File: src/sv/eq2q_pkg.sv
package eq2q_pkg;

  // CORDIC datapath widths: Q30 sine/cosine, angle in 2^-32 turn units
  localparam int XY_W   = 34;
  localparam int ANG_W  = 34;
  localparam int PROD_W = 2 * XY_W;
  localparam int SUM_W  = PROD_W + 2;
  localparam int Q      = 30;
  localparam int OUT_W  = 16;
  localparam int MAX_STAGES = 32;

  localparam int ANGLE_BITS_DEF    = 16;
  localparam int FRAC_BITS_DEF     = 14;
  localparam int CORDIC_STAGES_DEF = 16;

  localparam logic signed [XY_W-1:0] CORDIC_GAIN = XY_W'(652032874);

  // atan(2^-i) in 2^-32 turn units, rounded to nearest
  function automatic logic signed [ANG_W-1:0] atan_turn(input int i);
    logic [31:0] v;
    case (i)
      0:  v = 32'd536870912;
      1:  v = 32'd316933406;
      2:  v = 32'd167458907;
      3:  v = 32'd85004756;
      4:  v = 32'd42667331;
      5:  v = 32'd21354465;
      6:  v = 32'd10679838;
      7:  v = 32'd5340245;
      8:  v = 32'd2670163;
      9:  v = 32'd1335087;
      10: v = 32'd667544;
      11: v = 32'd333772;
      12: v = 32'd166886;
      13: v = 32'd83443;
      14: v = 32'd41722;
      15: v = 32'd20861;
      16: v = 32'd10430;
      17: v = 32'd5215;
      18: v = 32'd2608;
      19: v = 32'd1304;
      20: v = 32'd652;
      21: v = 32'd326;
      22: v = 32'd163;
      23: v = 32'd81;
      24: v = 32'd41;
      25: v = 32'd20;
      26: v = 32'd10;
      27: v = 32'd5;
      28: v = 32'd3;
      29: v = 32'd1;
      30: v = 32'd1;
      default: v = 32'd0;
    endcase
    return $signed({{(ANG_W-32){1'b0}}, v});
  endfunction

endpackage

File: src/sv/eq2q_cell.sv
module eq2q_cell #(
  parameter int SHIFT = 0
) (
  input  logic                                 clk,
  input  logic                                 en,
  input  logic signed [eq2q_pkg::XY_W-1:0]     x_i,
  input  logic signed [eq2q_pkg::XY_W-1:0]     y_i,
  input  logic signed [eq2q_pkg::ANG_W-1:0]    ang_i,
  output logic signed [eq2q_pkg::XY_W-1:0]     x_o,
  output logic signed [eq2q_pkg::XY_W-1:0]     y_o,
  output logic signed [eq2q_pkg::ANG_W-1:0]    ang_o
);
  import eq2q_pkg::*;

  localparam logic signed [ANG_W-1:0] ATAN = atan_turn(SHIFT);

  logic signed [XY_W-1:0]  dx, dy;
  logic signed [XY_W-1:0]  x_nxt, y_nxt;
  logic signed [ANG_W-1:0] ang_nxt;

  assign dx = y_i >>> SHIFT;
  assign dy = x_i >>> SHIFT;

  always_comb begin
    if (!ang_i[ANG_W-1]) begin
      x_nxt   = x_i - dx;
      y_nxt   = y_i + dy;
      ang_nxt = ang_i - ATAN;
    end else begin
      x_nxt   = x_i + dx;
      y_nxt   = y_i - dy;
      ang_nxt = ang_i + ATAN;
    end
  end

  always_ff @(posedge clk) begin
    if (en) begin
      x_o   <= x_nxt;
      y_o   <= y_nxt;
      ang_o <= ang_nxt;
    end
  end

endmodule

File: config.mk
export PLATFORM = sky130hd
export DESIGN_NAME = eq2q_cell
export DESIGN_NICKNAME = d
export VERILOG_FILES = /design/src/sv/eq2q_pkg.sv /design/src/sv/eq2q_cell.sv
export SDC_FILE = /design/constraint.sdc
export NUM_CORES = 1
export LEC_CHECK = 0
export ABC_CLOCK_PERIOD_IN_PS = 4300
export BUFFER_PORTS_ARGS = -buffer_cell sky130_fd_sc_hd__buf_2
export CORE_AREA = 2 2 137 139
export DETAILED_ROUTE_END_ITERATION = 16
export DIE_AREA = 0 0 139 141
export PLACE_DENSITY_LB_ADDON = 0.12
export SETUP_SLACK_MARGIN = 0.15
export SLEW_MARGIN = 40
export SYNTH_ARGS = -nofsm -noshare
export SYNTH_HDL_FRONTEND = slang
export SYNTH_SLANG_ARGS = --single-unit
File: constraint.sdc
create_clock -name clk -period 4.3 [get_ports clk]
set_clock_uncertainty 0.05 [all_clocks]
set_input_delay 0.43 -clock clk [delete_from_list [all_inputs] [get_ports clk]]
set_output_delay 0.43 -clock clk [all_outputs]
set_load 0.02 [all_outputs]
== After elaboration in Yosys (flattened, before gate mapping) ==
Index checks and enable logic that the tools add are counted.

* Register bits after elaboration: 102
* Bits of input ports: 104
* Output and inout bits: 102
* Logic and storage cells: 11

* Add/subtract/negate cells: 5
* Muxes and demuxes: 3

{| class="wikitable"
|+ Operator list
! cell !! number
|-
| $mux 34 || 3
|-
| $sub 34x34->34 || 2
|-
| $add 34x31->34 const B || 1
|-
| $add 34x34->34 || 1
|-
| $sub 34x31->34 const B || 1
|}

== Logic depth before layout (Yosys ltp) ==
* Depth in word-level cells: 2
* Gate-level depth with buffers: 12
* Depth with buffers taken out: 12

== Worst setup path after synthesis ==
Ideal clock, no wire load.

* Path kind: input-to-reg
* Start point: input x_i[15] (netlist name)
* End point: register x_o[30] (netlist name), data pin
* Setup time: 0.269 ns
* Data arrival time: 2.500 ns
* Required time: 3.981 ns
* Slack: 1.481 ns
* Stages on the path: 11
* Buffers on the path: 0
* Path through: inv_1 -> ha_1 -> or3_4 -> nor4_4 -> o2111ai_2 -> nand3_2 -> o211ai_4 -> o311ai_4 -> a311oi_2 -> a2bb2oi_2 -> xor2_1

* Longest elaborated chain between the ends: 2
* Elaborated cells on any way between the ends: 3
* Classes of those cells: 2 x add/sub; 1 x mux

{| class="wikitable"
|+ Ends and longest elaborated chain
! item !! RTL line !! source
|-
| from (decl) || eq2q_cell.sv:6 || <nowiki>input logic signed [eq2q_pkg::XY_W-1:0] x_i,</nowiki>
|-
| $sub 34x34->34 or $add 34x34->34 (tied branches) || eq2q_cell.sv:26, eq2q_cell.sv:30 ||
|-
| $mux 34 (*) || eq2q_cell.sv:25 || <nowiki>if (!ang_i[ANG_W-1]) begin</nowiki>
|-
| via x_nxt[30] || eq2q_cell.sv:18 || <nowiki>logic signed [XY_W-1:0] x_nxt, y_nxt;</nowiki>
|-
| to (signal assigned) || eq2q_cell.sv:38 || <nowiki>x_o <= x_nxt;</nowiki>
|-
| to (decl) || eq2q_cell.sv:9 || <nowiki>output logic signed [eq2q_pkg::XY_W-1:0] x_o,</nowiki>
|}

Mark *: on every way through the listed nets, which the timed path passes. The rest lies on a longest branch.
A chain may end at the register's enable or synchronous reset.

== Worst setup path after layout ==
* Start point: input x_i[12] (netlist name)
* End point: register y_o[30] (netlist name), data pin

* Longest elaborated chain between the ends: 2
* Elaborated cells on any way between the ends: 3
* Classes of those cells: 2 x add/sub; 1 x mux

{| class="wikitable"
|+ Ends and longest elaborated chain
! item !! RTL line !! source
|-
| $add 34x34->34 or $sub 34x34->34 (tied branches) || eq2q_cell.sv:27, eq2q_cell.sv:31 ||
|-
| $mux 34 (*) || eq2q_cell.sv:25 ||
|-
| via y_nxt[30] || eq2q_cell.sv:18 ||
|-
| to (signal assigned) || eq2q_cell.sv:39 || <nowiki>y_o <= y_nxt;</nowiki>
|-
| to (decl) || eq2q_cell.sv:10 || <nowiki>output logic signed [eq2q_pkg::XY_W-1:0] y_o,</nowiki>
|}

Marked as above.

==> flow_summary.toml <==
[synthesis]
synth-seq-cells = 101
syn-num-nets = 1213
synth_top_cell_by_area = "edfxtp_1"
yosysUniqueCellTypes = 80
syn_area_per_cell_sq_um = 8.93
synth_top_area_share = 0.339
synth_area_leaders = "edfxtp_1 (34%), ha_1 (14%), a21oi_1 (6.5%)"
synth_fa_ha_area_frac = 0.153
synth_top_flop_cell = "edfxtp_1"
async_reset_ff_frac = 0
syn_inst = 1002
synth_common_cells = "a21oi_1 (117), inv_1 (108), ha_1 (103)"
synth_simple_gate_area_frac = 0.132
synth_edf_count = 101
synth_most_common_cell = "a21oi_1"
syn-cell-area_sq_um = 8950
synth_compound_area_frac = 0.230
synth_top_family_by_area = "compound AO/OA/AOI/OAI gates"
synth_xor_area_frac = 0.0665
ys_seq_area_frac = 0.339
yosysWarnings = 0
synth.area.mux_share = 0.0112

[drt]
wire_per_inst_um = 18.6
firstDrtPassIters = 5
drc = 0
top_layer = "met4"
wl_met3_mm = 1.93
drt_iter0_markers = 730
drtAntennaViolNets = 0
wirelength_mm = 26.4
dr_total_vias = 8129
met2_length_mm = 11.9
detail_route.vias_per_cell = 5.72
wl_met1_mm = 11.9

[power]
internal_power_w = 0.00215
combPwrFrac = 0.380
p_leak_nw = 4.67
irDropWorstVdd_v = 0.000192
p_per_area_nw_per_um2 = 331
p_seq_frac = 0.379
power_frac_clock = 0.241
p_sw_w = 0.00131
p_sw_frac = 0.379

[clock_tree]
post_cts_resized = 0
clkTransAtPathRegs_ns = 0.08
clkSinkCount = 101
holdBufCountCts = 0
post_cts_buffers = 0
cts_max_level = 3
clockRootBuffer = "clkbuf_16"
cts_tree = "done"
cts_max_path_buffers = 2
cts_made_buffers = 9

[critical_path]
cp-end-kind = "flop"
cp-start-kind = "input pin"
arrival_ns = 3.41
crit_path_max_fanout = 16
criticalPathCategory = "in2reg"
critPathRequiredTime_ns = 4.35

[final_layout]
area_delta_synth_final_pct = 16.7
seq_area_sq_um = 3030
diodes = 0
layout-drive-gt1-share = 0.212
finalNetCount = 1394
n_fill_cell = 1701
multiInputGateArea_sq_um = 5310
design_area_sq_um = 10500

[sta]
setup_tns_ns = 0
fmax_ghz = 0.298
drv_slew = 0
min_period_ns = 3.36
worst_slew_pin_slew_ns = 0.746
fin_crit_sh = 0.781
maxSlewHeadroom = 0.499
finalWorstSetupSlack_ns = 0.942
setup_viol = 0
holdWs_ns = 0.190
rsz0062_at_grt = "false"
hold_violations = 0

[floorplan]
row_count = 50
dieArea_sq_um = 19600
die_h_um = 141
ioPinCount = 206
die_w_um = 139
core_area_sq_um = 18300
initial_core_util = 0.490

[global_route]
grt_remaining_overflow = 0
grt_usage = 0.265
grt_pass1_vias = 7851
grt_max_degree = 84
antenna_found_initial = 0
grt_pass1_wl_mm = 42.0

[placement]
hpwl_mm = 20.7
place_area_sq_um = 10100
io_buffers = 205
gp_congestion = 0.925
dpl_worst_slack_ns = 0.634

[worst_hold_path]
worstHoldPathCells = 1
worstHoldPathType = "in2reg"

[run_status]
outcome = "finished, final reports clean"

[flow_run]
cap_violations = 0
per-layer routing:
metal,GRT usage,up-vias
met1,0.368,3765
met2,0.424,384
met5,0,-
met3,0.0421,51
li1,-,3929
met4,0.0883,0
worst max-delay path: stages:
cell	delay, ns
buf_2	0.10
inv_1	0.05
ha_1	0.63
nand4_1	0.17
nor3_1	0.60
nand3_1	0.14
o211a_1	0.28
and2_1	0.25
o21ai_1	0.23
a221o_1	0.24
o221ai_2	0.12
xnor2_1	0.14
worst paths after layout:
| check | startpoint | endpoint | slack [ns] |
|---|---|---|---|
| min | ang_i[19] | ang_o[19] | 0.19 |
| max | x_i[12] | y_o[30] | 0.94 |
placed cells by master (no fill, tap or decap), types with 9 or more instances in the layout:
| cell type | n |
|---|---|
| edfxtp_1 | 101 |
| nor2_1 | 79 |
| nand4_1 | 10 |
| buf_2 | 204 |
| a21o_1 | 17 |
| nand2_1 | 44 |
| xor2_1 | 9 |
| mux2i_1 | 10 |
| a31oi_1 | 9 |
| a21oi_1 | 117 |
| nand2b_1 | 16 |
| clkbuf_16 | 9 |
| nand3_1 | 25 |
| nor2b_1 | 12 |
| xnor2_1 | 59 |
| o31ai_1 | 10 |
| nor3_1 | 19 |
| inv_1 | 108 |
| o21bai_1 | 13 |
| ha_1 | 103 |
| a211oi_1 | 10 |
| o21ai_0 | 76 |
state kept, by name, indices dropped and copies added (netlist names):
signal  cells
ang_o      34
x_o        34
y_o        33
area by class of cell:
cell class | instances | share of cell area
clock buffer | 9 | 0.0216
clock inverter | 7 | 0.00635
inverter | 112 | 0.0402
multi-input combinational | 746 | 0.508
sequential | 101 | 0.290
tap | 234 | 0.0280
timing repair buffer | 213 | 0.106
power by group through the flow:
stage                     sequential [W]  clock, W  combinational (W)
after global placement           0.00133         0            0.00129
after global routing             0.00132  0.000883            0.00142
final                            0.00131  0.000834            0.00131
after CTS                        0.00131  0.000849            0.00130
after floorplan                  0.00151         0           0.000686
after detailed placement         0.00133         0            0.00129
per-stage QoR:
| step | total power (W) | util | instances |
|---|---|---|---|
| after CTS | 0.00346 | 0.571 | 1421 |
| after global routing | 0.00363 | 0.572 | 1422 |
| final | 0.00346 | 0.572 | 1422 |
| after detailed placement | 0.00262 | 0.555 | 1405 |
| after global placement | 0.00262 | 0.555 | 1405 |
| after floorplan | 0.00220 | - | 1002 |
cell families (layout without fill, tap and decap cells):
group / after synthesis / count (layout)
compound gates: 321 / 321
xor+xnor: 68 / 68
fa+ha+maj: 107 / 107
buf+inv: 155 / 341
flops: 101 / 101
mux: 10 / 10
simple gates: 240 / 240
Note: power is estimated with default switching activity, not from simulation.
